===== src/hw/rtl/t2s_pkg.sv =====
// ----------------------------------------------------------------------------
// t2s_pkg
// Types, segment constants and decode tables for the temperature display.
// ----------------------------------------------------------------------------
`default_nettype none

package t2s_pkg;

    localparam int RAW_W  = 12;
    localparam int SEG_W  = 8;
    localparam int NUM_POS = 8;   // most digits one reading can show

    localparam logic [SEG_W-1:0] SEG_MINUS = 8'h40;
    localparam logic [SEG_W-1:0] SEG_DP    = 8'h80;
    localparam logic [SEG_W-1:0] SEL_FIRST = 8'hfe;

    // Sign and magnitude of one reading
    typedef struct packed {
        logic             neg;
        logic [RAW_W-1:0] mag;
    } t_mag_word;

    // Decimal digits and which leading ones are shown
    typedef struct packed {
        logic       neg;
        logic       show_h;
        logic       show_t;
        logic [3:0] hund;
        logic [3:0] tens;
        logic [3:0] unit;
        logic [3:0] f1;
        logic [3:0] f2;
        logic [3:0] f3;
        logic [3:0] f4;
    } t_dig_word;

    // Left-packed segment patterns with their count
    typedef struct packed {
        logic [NUM_POS-1:0][SEG_W-1:0] pats;
        logic [3:0]                    cnt;
    } t_pack_word;

    // Seven-segment pattern of a decimal digit
    function automatic logic [SEG_W-1:0] seg_of(input logic [3:0] d);
        logic [SEG_W-1:0] s;
        case (d)
            4'd0:    s = 8'h3f;
            4'd1:    s = 8'h06;
            4'd2:    s = 8'h5b;
            4'd3:    s = 8'h4f;
            4'd4:    s = 8'h66;
            4'd5:    s = 8'h6d;
            4'd6:    s = 8'h7d;
            4'd7:    s = 8'h07;
            4'd8:    s = 8'h7f;
            4'd9:    s = 8'h6f;
            default: s = 8'h00;
        endcase
        return s;
    endfunction

    // Four fraction digits of a sixteenth, as BCD of frac * 625
    function automatic logic [15:0] frac_bcd(input logic [3:0] f);
        logic [15:0] b;
        case (f)
            4'd0:    b = 16'h0000;
            4'd1:    b = 16'h0625;
            4'd2:    b = 16'h1250;
            4'd3:    b = 16'h1875;
            4'd4:    b = 16'h2500;
            4'd5:    b = 16'h3125;
            4'd6:    b = 16'h3750;
            4'd7:    b = 16'h4375;
            4'd8:    b = 16'h5000;
            4'd9:    b = 16'h5625;
            4'd10:   b = 16'h6250;
            4'd11:   b = 16'h6875;
            4'd12:   b = 16'h7500;
            4'd13:   b = 16'h8125;
            4'd14:   b = 16'h8750;
            4'd15:   b = 16'h9375;
            default: b = 16'h0000;
        endcase
        return b;
    endfunction

endpackage

`default_nettype wire


===== src/hw/rtl/t2s_magnitude.sv =====
// ----------------------------------------------------------------------------
// t2s_magnitude
// First pipeline stage: splits the reading into sign and magnitude.
// ----------------------------------------------------------------------------
`default_nettype none

module t2s_magnitude (
    input  wire logic                     i_clk,
    input  wire logic                     i_rst_n,
    input  wire logic                     i_valid,
    output      logic                     o_ready,
    input  wire logic [t2s_pkg::RAW_W-1:0] i_raw,
    output      logic                     o_valid,
    input  wire logic                     i_ready,
    output      t2s_pkg::t_mag_word       o_word
);

    logic                r_vld;
    t2s_pkg::t_mag_word  r_word;
    t2s_pkg::t_mag_word  n_word;

    assign o_ready = !r_vld || i_ready;
    assign o_valid = r_vld;
    assign o_word  = r_word;

    // Negate in twelve bits; the most negative reading maps to 2048 itself
    always_comb begin
        n_word.neg = i_raw[t2s_pkg::RAW_W-1];
        n_word.mag = n_word.neg ? (~i_raw + 12'd1) : i_raw;
    end

    // Advance when the stage is free or being drained
    always_ff @(posedge i_clk) begin
        if (!i_rst_n) begin
            r_vld <= 1'b0;
        end else if (o_ready) begin
            r_vld <= i_valid;
        end
        if (o_ready && i_valid) begin
            r_word <= n_word;
        end
    end

endmodule

`default_nettype wire


===== src/hw/rtl/t2s_decode.sv =====
// ----------------------------------------------------------------------------
// t2s_decode
// Second pipeline stage: integer and fraction digits of the magnitude.
// ----------------------------------------------------------------------------
`default_nettype none

module t2s_decode (
    input  wire logic               i_clk,
    input  wire logic               i_rst_n,
    input  wire logic               i_valid,
    output      logic               o_ready,
    input  wire t2s_pkg::t_mag_word i_word,
    output      logic               o_valid,
    input  wire logic               i_ready,
    output      t2s_pkg::t_dig_word o_word
);

    logic                r_vld;
    t2s_pkg::t_dig_word  r_word;
    t2s_pkg::t_dig_word  n_word;

    logic [7:0]  whole;
    logic        ge100;
    logic [7:0]  rem8;
    logic [6:0]  rem;
    logic [14:0] prod;
    logic [3:0]  tens;
    logic [6:0]  tens_x10;
    logic [6:0]  unit7;
    logic [15:0] fbcd;

    assign o_ready = !r_vld || i_ready;
    assign o_valid = r_vld;
    assign o_word  = r_word;

    // Whole degrees 0..128: hundreds by compare, tens by reciprocal of ten
    always_comb begin
        whole    = i_word.mag[11:4];
        ge100    = (whole >= 8'd100);
        rem8     = ge100 ? (whole - 8'd100) : whole;
        rem      = rem8[6:0];
        prod     = {8'd0, rem} * 15'd205;
        tens     = prod[14:11];
        tens_x10 = {3'd0, tens} * 7'd10;
        unit7    = rem - tens_x10;
        fbcd     = t2s_pkg::frac_bcd(i_word.mag[3:0]);

        n_word.neg    = i_word.neg;
        n_word.show_h = ge100;
        n_word.show_t = (whole >= 8'd10);
        n_word.hund   = {3'd0, ge100};
        n_word.tens   = tens;
        n_word.unit   = unit7[3:0];
        n_word.f1     = fbcd[15:12];
        n_word.f2     = fbcd[11:8];
        n_word.f3     = fbcd[7:4];
        n_word.f4     = fbcd[3:0];
    end

    // Advance when the stage is free or being drained
    always_ff @(posedge i_clk) begin
        if (!i_rst_n) begin
            r_vld <= 1'b0;
        end else if (o_ready) begin
            r_vld <= i_valid;
        end
        if (o_ready && i_valid) begin
            r_word <= n_word;
        end
    end

endmodule

`default_nettype wire


===== src/hw/rtl/t2s_pack.sv =====
// ----------------------------------------------------------------------------
// t2s_pack
// Third pipeline stage: selects the shown digits and packs them leftwards.
// ----------------------------------------------------------------------------
`default_nettype none

module t2s_pack (
    input  wire logic                i_clk,
    input  wire logic                i_rst_n,
    input  wire logic                i_valid,
    output      logic                o_ready,
    input  wire t2s_pkg::t_dig_word  i_word,
    output      logic                o_valid,
    input  wire logic                i_ready,
    output      t2s_pkg::t_pack_word o_word
);

    logic                 r_vld;
    t2s_pkg::t_pack_word  r_word;
    t2s_pkg::t_pack_word  n_word;

    assign o_ready = !r_vld || i_ready;
    assign o_valid = r_vld;
    assign o_word  = r_word;

    // Append each shown digit at the next free slot
    always_comb begin
        logic [3:0] k;
        k = 4'd0;
        n_word.pats = '0;
        if (i_word.neg) begin
            n_word.pats[k[2:0]] = t2s_pkg::SEG_MINUS;
            k = k + 4'd1;
        end
        if (i_word.show_h) begin
            n_word.pats[k[2:0]] = t2s_pkg::seg_of(i_word.hund);
            k = k + 4'd1;
        end
        if (i_word.show_t) begin
            n_word.pats[k[2:0]] = t2s_pkg::seg_of(i_word.tens);
            k = k + 4'd1;
        end
        n_word.pats[k[2:0]] = t2s_pkg::seg_of(i_word.unit) | t2s_pkg::SEG_DP;
        k = k + 4'd1;
        n_word.pats[k[2:0]] = t2s_pkg::seg_of(i_word.f1);
        k = k + 4'd1;
        // Drop trailing zeros of the fraction
        if (!(i_word.f2 == 4'd0 && i_word.f3 == 4'd0)) begin
            n_word.pats[k[2:0]] = t2s_pkg::seg_of(i_word.f2);
            k = k + 4'd1;
        end
        if (!(i_word.f3 == 4'd0 && i_word.f4 == 4'd0)) begin
            n_word.pats[k[2:0]] = t2s_pkg::seg_of(i_word.f3);
            k = k + 4'd1;
        end
        if (i_word.f4 != 4'd0) begin
            n_word.pats[k[2:0]] = t2s_pkg::seg_of(i_word.f4);
            k = k + 4'd1;
        end
        n_word.cnt = k;
    end

    // Advance when the stage is free or being drained
    always_ff @(posedge i_clk) begin
        if (!i_rst_n) begin
            r_vld <= 1'b0;
        end else if (o_ready) begin
            r_vld <= i_valid;
        end
        if (o_ready && i_valid) begin
            r_word <= n_word;
        end
    end

endmodule

`default_nettype wire


===== src/hw/rtl/t2s_serial.sv =====
// ----------------------------------------------------------------------------
// t2s_serial
// Output stage: shifts the packed digits out one word per cycle while the receiver is ready.
// ----------------------------------------------------------------------------
`default_nettype none

module t2s_serial (
    input  wire logic                      i_clk,
    input  wire logic                      i_rst_n,
    input  wire logic                      i_valid,
    output      logic                      o_ready,
    input  wire t2s_pkg::t_pack_word       i_word,
    output      logic                      o_valid,
    input  wire logic                      i_ready,
    output      logic [t2s_pkg::SEG_W-1:0] o_segments,
    output      logic [t2s_pkg::SEG_W-1:0] o_digit_select,
    output      logic                      o_last_digit
);

    logic [t2s_pkg::NUM_POS-1:0][t2s_pkg::SEG_W-1:0] r_pats;
    logic [3:0]                                      r_left;
    logic [t2s_pkg::SEG_W-1:0]                       r_sel;
    logic                                            take;

    // Load a new reading once the last digit of the current one goes
    assign o_ready = (r_left == 4'd0) || (r_left == 4'd1 && i_ready);
    assign take    = o_valid && i_ready;

    assign o_valid        = (r_left != 4'd0);
    assign o_segments     = r_pats[0];
    assign o_digit_select = r_sel;
    assign o_last_digit   = (r_left == 4'd1);

    // Hold on stall, shift on each accepted word, reload at the end
    always_ff @(posedge i_clk) begin
        if (!i_rst_n) begin
            r_left <= 4'd0;
        end else if (o_ready) begin
            r_left <= i_valid ? i_word.cnt : 4'd0;
        end else if (take) begin
            r_left <= r_left - 4'd1;
        end
        if (o_ready && i_valid) begin
            r_pats <= i_word.pats;
            r_sel  <= t2s_pkg::SEL_FIRST;
        end else if (take) begin
            r_pats <= r_pats >> t2s_pkg::SEG_W;
            r_sel  <= {r_sel[t2s_pkg::SEG_W-2:0], 1'b1};
        end
    end

endmodule

`default_nettype wire


===== src/hw/rtl/temperature_to_seven_segment.sv =====
// A reading's first digit word is offered once it has passed the magnitude, decode and pack registers.
// Throughput: one digit word per cycle while the receiver is ready; a reading
// gives 2 to 8 words, so the output shifter sets the sustained reading rate.
// The three decode stages take a new reading in every cycle while free.
// Reset (synchronous, active low) empties all stages; no word is pending.
// ----------------------------------------------------------------------------
// temperature_to_seven_segment
// Signed sixteenth-degree reading to left-packed seven-segment digit words.
// ----------------------------------------------------------------------------
`default_nettype none

module temperature_to_seven_segment (
    input  wire logic                      i_clk,
    input  wire logic                      i_rst_n,
    input  wire logic                      i_valid,
    output      logic                      o_ready,
    input  wire logic [t2s_pkg::RAW_W-1:0] i_temperature_raw,
    output      logic                      o_valid,
    input  wire logic                      i_ready,
    output      logic [t2s_pkg::SEG_W-1:0] o_segments,
    output      logic [t2s_pkg::SEG_W-1:0] o_digit_select,
    output      logic                      o_last_digit
);

    logic                m_valid, m_ready;
    t2s_pkg::t_mag_word  m_word;
    logic                d_valid, d_ready;
    t2s_pkg::t_dig_word  d_word;
    logic                p_valid, p_ready;
    t2s_pkg::t_pack_word p_word;

    // Sign and magnitude
    t2s_magnitude u_mag (
        .i_clk   (i_clk),
        .i_rst_n (i_rst_n),
        .i_valid (i_valid),
        .o_ready (o_ready),
        .i_raw   (i_temperature_raw),
        .o_valid (m_valid),
        .i_ready (m_ready),
        .o_word  (m_word)
    );

    // Decimal digits
    t2s_decode u_dec (
        .i_clk   (i_clk),
        .i_rst_n (i_rst_n),
        .i_valid (m_valid),
        .o_ready (m_ready),
        .i_word  (m_word),
        .o_valid (d_valid),
        .i_ready (d_ready),
        .o_word  (d_word)
    );

    // Digit selection and packing
    t2s_pack u_pack (
        .i_clk   (i_clk),
        .i_rst_n (i_rst_n),
        .i_valid (d_valid),
        .o_ready (d_ready),
        .i_word  (d_word),
        .o_valid (p_valid),
        .i_ready (p_ready),
        .o_word  (p_word)
    );

    // Word-per-cycle output while the receiver is ready
    t2s_serial u_ser (
        .i_clk          (i_clk),
        .i_rst_n        (i_rst_n),
        .i_valid        (p_valid),
        .o_ready        (p_ready),
        .i_word         (p_word),
        .o_valid        (o_valid),
        .i_ready        (i_ready),
        .o_segments     (o_segments),
        .o_digit_select (o_digit_select),
        .o_last_digit   (o_last_digit)
    );

endmodule

`default_nettype wire


===== config.mk =====
export PLATFORM = sky130hd
export DESIGN_NAME = temperature_to_seven_segment
export DESIGN_NICKNAME = d
export VERILOG_FILES = /design/src/hw/rtl/t2s_pkg.sv /design/src/hw/rtl/t2s_magnitude.sv /design/src/hw/rtl/t2s_decode.sv /design/src/hw/rtl/t2s_pack.sv /design/src/hw/rtl/t2s_serial.sv /design/src/hw/rtl/temperature_to_seven_segment.sv
export SDC_FILE = /design/constraint.sdc
export NUM_CORES = 1
export LEC_CHECK = 0
export BUFFER_PORTS_ARGS = -buffer_cell sky130_fd_sc_hd__buf_2
export CAP_MARGIN = 20
export CORE_ASPECT_RATIO = 2
export CORE_UTILIZATION = 50
export DETAILED_ROUTE_END_ITERATION = 10
export PLACE_DENSITY = 0.76
export SLEW_MARGIN = 20
export SYNTH_ARGS = -nofsm -noshare
export SYNTH_HDL_FRONTEND = slang
export SYNTH_SLANG_ARGS = --single-unit

===== constraint.sdc =====
create_clock -name i_clk -period 14.2 [get_ports i_clk]
set_input_delay 0.71 -clock i_clk [delete_from_list [all_inputs] [get_ports i_clk]]
set_output_delay 0.71 -clock i_clk [all_outputs]
set_load 0.02 [all_outputs]

==> out/metrics.yaml, run 1 <==
slew_violations: 0
synth_top_area_frac: 0.407
grt_pass1_vias: 9585
multi_input_area_mm2: 0.00611
start_util: 0.512
cts_resized: 0
synth-simple-area-share: 0.192
rsz0062_at_grt: "no"
synthArstFlopShare: 0
whs_path_depth: 0
ios: 35
routed_wl_um: 33100
fillCellCount: 2127
portBuffers: 34
finalCritPeriodShare: 0.493
grt_use_total: 0.277
rows: 80
drc: 0
ys_ff_latch: 196
irDropWorstVdd_v: 0.000180
max_cap_viol_count: 0
highest_layer: "met4"
yosys-top-cells-count: "302 x nand2_1, 166 x edfxtp_1, 99 x nor2_1"
fin_hold_ws_ns: 0.426
htreeDepth: 4
grt_overflow: 0
holdCritPathClass: "reg2reg"
regArea_mm2: 0.00559
clk_pin_slew_ns: 0.07
period_minus_slack_ns: 7.00
die_area_mm2: 0.0252
worst-endpoint-arrival_ns: 7.33
critPathRequiredTime_ns: 14.54
post-synth-top-count-cell: "nand2_1"
wl_per_cell_um: 20.6
ys_seq_area_frac: 0.456
drt-met1-wl_um: 10900
clock_latency_ns: 0.46
synth_largest_area_cell: "edfxtp_1"
status: "complete, no violations"
synthFlopType: "edfxtp_1"
place.gp.congestion: 1.07
final_area_mm2: 0.0131
cts_buffers: 17
synthesis.area_mm2: 0.0123
r2r_cells: 26
critPathSlowestCell: "fa_1"
vias_per_cell: 5.97
path_max_fanout: 8
grt_pass1_wl_um: 51500
cts_sinks: 196
tightest_slew_ns: 1.16
yosysWarnings: 0
synth_top_family_by_area: "simple AND/OR/NAND/NOR gates"
cts_root_buf: "clkbuf_16"
antenna_left: 0
antenna_found_initial: 0
maxSlewHeadroom: 0.228
area_delta_synth_final_pct: 7.05
nNetsFinal: 1416
cp-end-kind: "flip-flop"
place_area_mm2: 0.0126
skew_ns: 0.0114
crit_type: "reg2reg"
finalSetupTns_ns: 0
max_stage_delay_ns: 0.65
dp_hpwl_um: 25200
synthXorXnorAreaFrac: 0.0238
fmax_mhz: 143
drtIter0Drc: 768
setup_violations: 0
drive_gt1_frac: 0.0820
netlist-cell-type-count: 72
synth_fp_nets: 1431
ctsLongestPathBuffers: 2
synthTopCellsByArea: "edfxtp_1 41%, nand2_1 9.3%, ha_1 8.8%"
synth_compound_area_frac: 0.153
route.met3.wl_um: 1260
post_cts_buffers: 0
netlist_instances: 1319
vias: 9577
synth-edff-count: 166
fin_util: 0.548
crit_top_cell: "inv_1"
antennaDiodeCount: 0
postCtsHoldBufs: 0
die_h_um: 223
grt_max_degree: 69
synth.mux.area_fraction: 0.0233
route.met2.wl_um: 18200
cp-start-kind: "flip-flop"
power_density_mw_per_mm2: 201
first_pass_iters: 5
hold_viol_final: 0
cts_tree: "yes"
die_x_um: 113
core_area_mm2: 0.0239
p_leak_nw: 5.40
synth_area_per_cell_um2: 9.29
synth-adder-area-share: 0.104
## logic make-up after synthesis
kind of cell | Yosys count
AOI/OAI and AO/OA | 285
xor gates and xnor gates | 30
adders and majority gates | 96
buffers and inverters | 145
DFF | 196
muxes | 27
and+or+nand+nor | 540
## path summary, 6_finish.rpt
check	startpoint	to	slack, ns
min reg2reg	u_mag.o_word[12]$_DFFE_PP_	u_dec.o_word[30]$_DFFE_PP_	0.43
min	u_mag.o_word[12]$_DFFE_PP_	u_dec.o_word[30]$_DFFE_PP_	0.43
max	u_mag.o_word[6]$_DFFE_PP_	flip-flop	7.20
max reg2reg	u_mag.o_word[6]$_DFFE_PP_	flip-flop	7.20
## layer usage
layer  track usage  vias to the layer above
li1              -                     4618
met1         0.247                     4502
met2         0.529                      314
met3        0.0481                      143
met4         0.224                        0
met5             0                        -
## report_power, final
| group | internal, mW | switching (mW) |
|---|---|---|
| clock network | 0.244 | 0.224 |
| logic | 0.465 | 0.746 |
| registers | 0.837 | 0.115 |
| total | 1.55 | 1.08 |
## per-stage QoR
step                      std cells  total power [mW]  worst slack, ns
after floorplan                1319              1.83             7.96
after global placement         1572              2.11             7.42
after detailed placement       1572              2.15             7.26
after CTS                      1604              2.62             7.25
after global routing           1604              2.81             6.83
final                          1604              2.63             7.20
## layout by cell type, fill, tap and decap left out, types with 9 or more instances in the layout
| master | count |
|---|---|
| nand2b_1 | 13 |
| a22oi_1 | 24 |
| ha_1 | 86 |
| nand3_1 | 35 |
| buf_4 | 12 |
| fa_1 | 10 |
| a211oi_1 | 12 |
| xnor2_1 | 18 |
| clkbuf_16 | 17 |
| nor2_1 | 97 |
| nand2_1 | 301 |
| buf_2 | 34 |
| o211ai_1 | 27 |
| nor2b_1 | 14 |
| inv_1 | 65 |
| o21ai_0 | 64 |
| xor2_1 | 9 |
| dfxtp_1 | 30 |
| mux2i_1 | 18 |
| nor3_1 | 13 |
| and2_1 | 18 |
| o22ai_1 | 18 |
| a21oi_1 | 71 |
| edfxtp_1 | 166 |
## worst max-delay path, delay by kind of cell (launching register included)
family | cells | cell delay (ns)
AND/OR/NAND/NOR | 4 | 0.79
buffers and inverters | 5 | 0.49
multiplexers | 3 | 0.68
adder cells (fa/ha/maj) | 7 | 2.76
flip-flops | 1 | 0.50
AO/OA/AOI/OAI | 6 | 1.45
XOR/XNOR | 1 | 0.22
## sequential cells by signal, indices dropped and copies added (netlist names), named ones only
signal	count
u_pack.o_word	68
u_ser.r_pats	56
u_dec.o_word	21
u_mag.o_word	13
u_ser.o_digit_select	8
u_ser.o_segments	8
u_ser.r_left	4
u_dec.o_valid	1
u_mag.o_valid	1
u_pack.o_valid	1
## cell type report
type                    instances  share of cell area
clock buffers                  18              0.0327
clock inverters                14             0.00964
inverters                      65              0.0186
multi-input cells             978               0.466
flip-flops and latches        196               0.426
well taps                     287              0.0274
repair buffers                 46              0.0198
Note: power is estimated with default switching activity, not from simulation.
==> inputs of run 2 (changes only) <==
==> constraint.sdc (replaced) <==
create_clock -name i_clk -period 6.71 [get_ports i_clk]
set_input_delay 0.3355 -clock i_clk [delete_from_list [all_inputs] [get_ports i_clk]]
set_output_delay 0.3355 -clock i_clk [all_outputs]
set_load 0.02 [all_outputs]
==> run 2 against run 1 <==
  * Register-to-register slack worse by 6.9 ns
  * Non-clock buffer count is 5 higher
  * Clock power is 130% higher
  * Die area stayed put
  * Sequential share of layout area is 0.54 points lower
  * Wire length is 3.8% lower
  * Clock-buffer cell count is 1 lower
  * Clock skew is 0.0013 ns lower
  * Power is 120% higher
==> out/metrics.yaml, run 2 (same netlist as run 1, synthesis figures left out) <==
status: "complete, no violations"
routed_wl_um: 31900
power_density_mw_per_mm2: 432
route.met2.wl_um: 17100
clk_pin_slew_ns: 0.07
setup_violations: 0
nNetsFinal: 1421
final_common_cell: "nand2_1"
rsz0062_at_grt: "no"
drt-met1-wl_um: 10100
layout_common_cells: "301 x nand2_1, 166 x edfxtp_1, 97 x nor2_1"
antenna_left: 0
largest_reg_flops: 68
wl_per_cell_um: 19.8
period_minus_slack_ns: 6.45
first_pass_iters: 5
clock_latency_ns: 0.45
die_x_um: 113
area_delta_synth_final_pct: 8.43
place.gp.congestion: 1.04
startpoint: "u_mag.o_word[7]$_DFFE_PP_"
final_area_mm2: 0.0133
p_leak_nw: 5.47
vias: 9452
route.met3.wl_um: 1560
place_area_mm2: 0.0126
critPathRequiredTime_ns: 7.09
dp_hpwl_um: 24300
crit_type: "reg2reg"
start_util: 0.512
die_h_um: 223
core_area_mm2: 0.0239
antennaDiodeCount: 0
cts_root_buf: "clkbuf_16"
path_depth: 26
skew_ns: 0.0101
critPathSlowestCell: "fa_1"
grt_max_degree: 70
drc: 0
antenna_found_initial: 0
crit_family: "adder cells"
timing.reg2reg.setup_slack_ns: 0.26
ios: 35
holdCritPathClass: "in2reg"
drive_gt1_frac: 0.0946
grt_pass1_vias: 9486
finalCritPeriodShare: 0.962
tightest_slew_ns: 1.21
max_cap_viol_count: 0
drtIter0Drc: 680
max_stage_delay_ns: 0.49
cp.buffers_inverters: 5
cts_buffers: 17
crit_top_cell: "inv_1"
r2r_cells: 26
rows: 80
path_max_fanout: 6
vias_per_cell: 5.88
grt_overflow: 0
fin_util: 0.555
cp-end-kind: "flip-flop"
die_area_mm2: 0.0252
hold_viol_final: 0
ctsLongestPathBuffers: 2
cts_sinks: 196
finalSetupTns_ns: 0
slew_violations: 0
worst-endpoint-arrival_ns: 6.83
grt_use_total: 0.268
portBuffers: 34
cts_tree: "yes"
r2r_start: "u_mag.o_word[7]$_DFFE_PP_"
htreeDepth: 4
highest_layer: "met4"
cp-start-kind: "flip-flop"
fmax_mhz: 155
irDropWorstVdd_v: 0.000567
maxSlewHeadroom: 0.191
grt_pass1_wl_um: 50000
p_total_mw: 5.74
==> run 2: cell types whose count changed in the layout (fill, tap and decap cells not counted), moves of 2 or more <==
cell       before  now
clkinv_1        3    0
bufinv_16       1    3
clkinv_4        1    4
xnor2_1        18   16
clkinv_2        2    0
buf_4          12   17
==> run 2: timing repair <==
item	4_1_cts	5_1_grt
hold buffers	0	0
gates resized for setup	0	10
setup buffers	0	1
setup endpoints to repair	0	8
==> run 2: routing by layer <==
layer  vias to the layer above  global-route usage
met5                         -                   0
met4                         0               0.253
met3                       167              0.0581
met2                       339               0.494
met1                      4324               0.232
li1                       4622                   -
==> run 2: per-stage QoR <==
step	instances	worst slack, ns	hold slack (ns)
after detailed placement	1576	0.148	0.427
after global routing	1608	0.0216	0.0782
final	1608	0.255	0.0994
after floorplan	1319	0.470	0.400
after CTS	1607	0.125	0.0801
after global placement	1576	0.289	0.421
==> run 2: report_power, final <==
part,internal (mW),switching (mW)
sequential,1.77,0.239
clock,0.596,0.473
combinational,1.09,1.57
==> run 2: worst register-to-register path, stage by stage, from the launching register on <==
cell and delay (ns):
edfxtp_1 0.48, inv_1 0.10, ha_1 0.21, nand2b_4 0.09, o31ai_4 0.31, inv_1 0.11, nand2_1 0.12, xnor2_2 0.18
ha_4 0.27, fa_1 0.48, ha_1 0.29, inv_1 0.05, fa_1 0.49, inv_1 0.04, ha_1 0.32, a21oi_1 0.14
a21oi_1 0.10, or3_1 0.41, o31a_2 0.34, a31oi_2 0.19, inv_1 0.09, fa_1 0.43, xor2_1 0.18, xnor3_2 0.32
xnor2_4 0.18, a211o_1 0.36, o211ai_1 0.10
==> run 2: layout make-up <==
cell class	count	area (um2)
fill	2080	10600
multi-input combinational	978	6180
sequential	196	5590
clock buffer	17	425
tap	287	359
timing repair buffer	51	298
inverter	65	244
clock inverter	14	191
==> run 2: worst min path at each step <==
stage,startpoint,endpoint,slack [ns],cells past startpoint
3_5_place_dp,u_mag.o_word[12]$_DFFE_PP_,u_dec.o_word[30]$_DFFE_PP_,0.43,0
6_report,i_temperature_raw[0],u_mag.o_word[0]$_DFFE_PP_,0.1,1
5_1_grt,i_temperature_raw[0],u_mag.o_word[0]$_DFFE_PP_,0.08,1
3_3_place_gp,u_mag.o_word[12]$_DFFE_PP_,u_dec.o_word[30]$_DFFE_PP_,0.42,0
4_1_cts,i_temperature_raw[0],u_mag.o_word[0]$_DFFE_PP_,0.08,1
2_1_floorplan,u_mag.o_word[12]$_DFFE_PP_,u_dec.o_word[30]$_DFFE_PP_,0.40,0
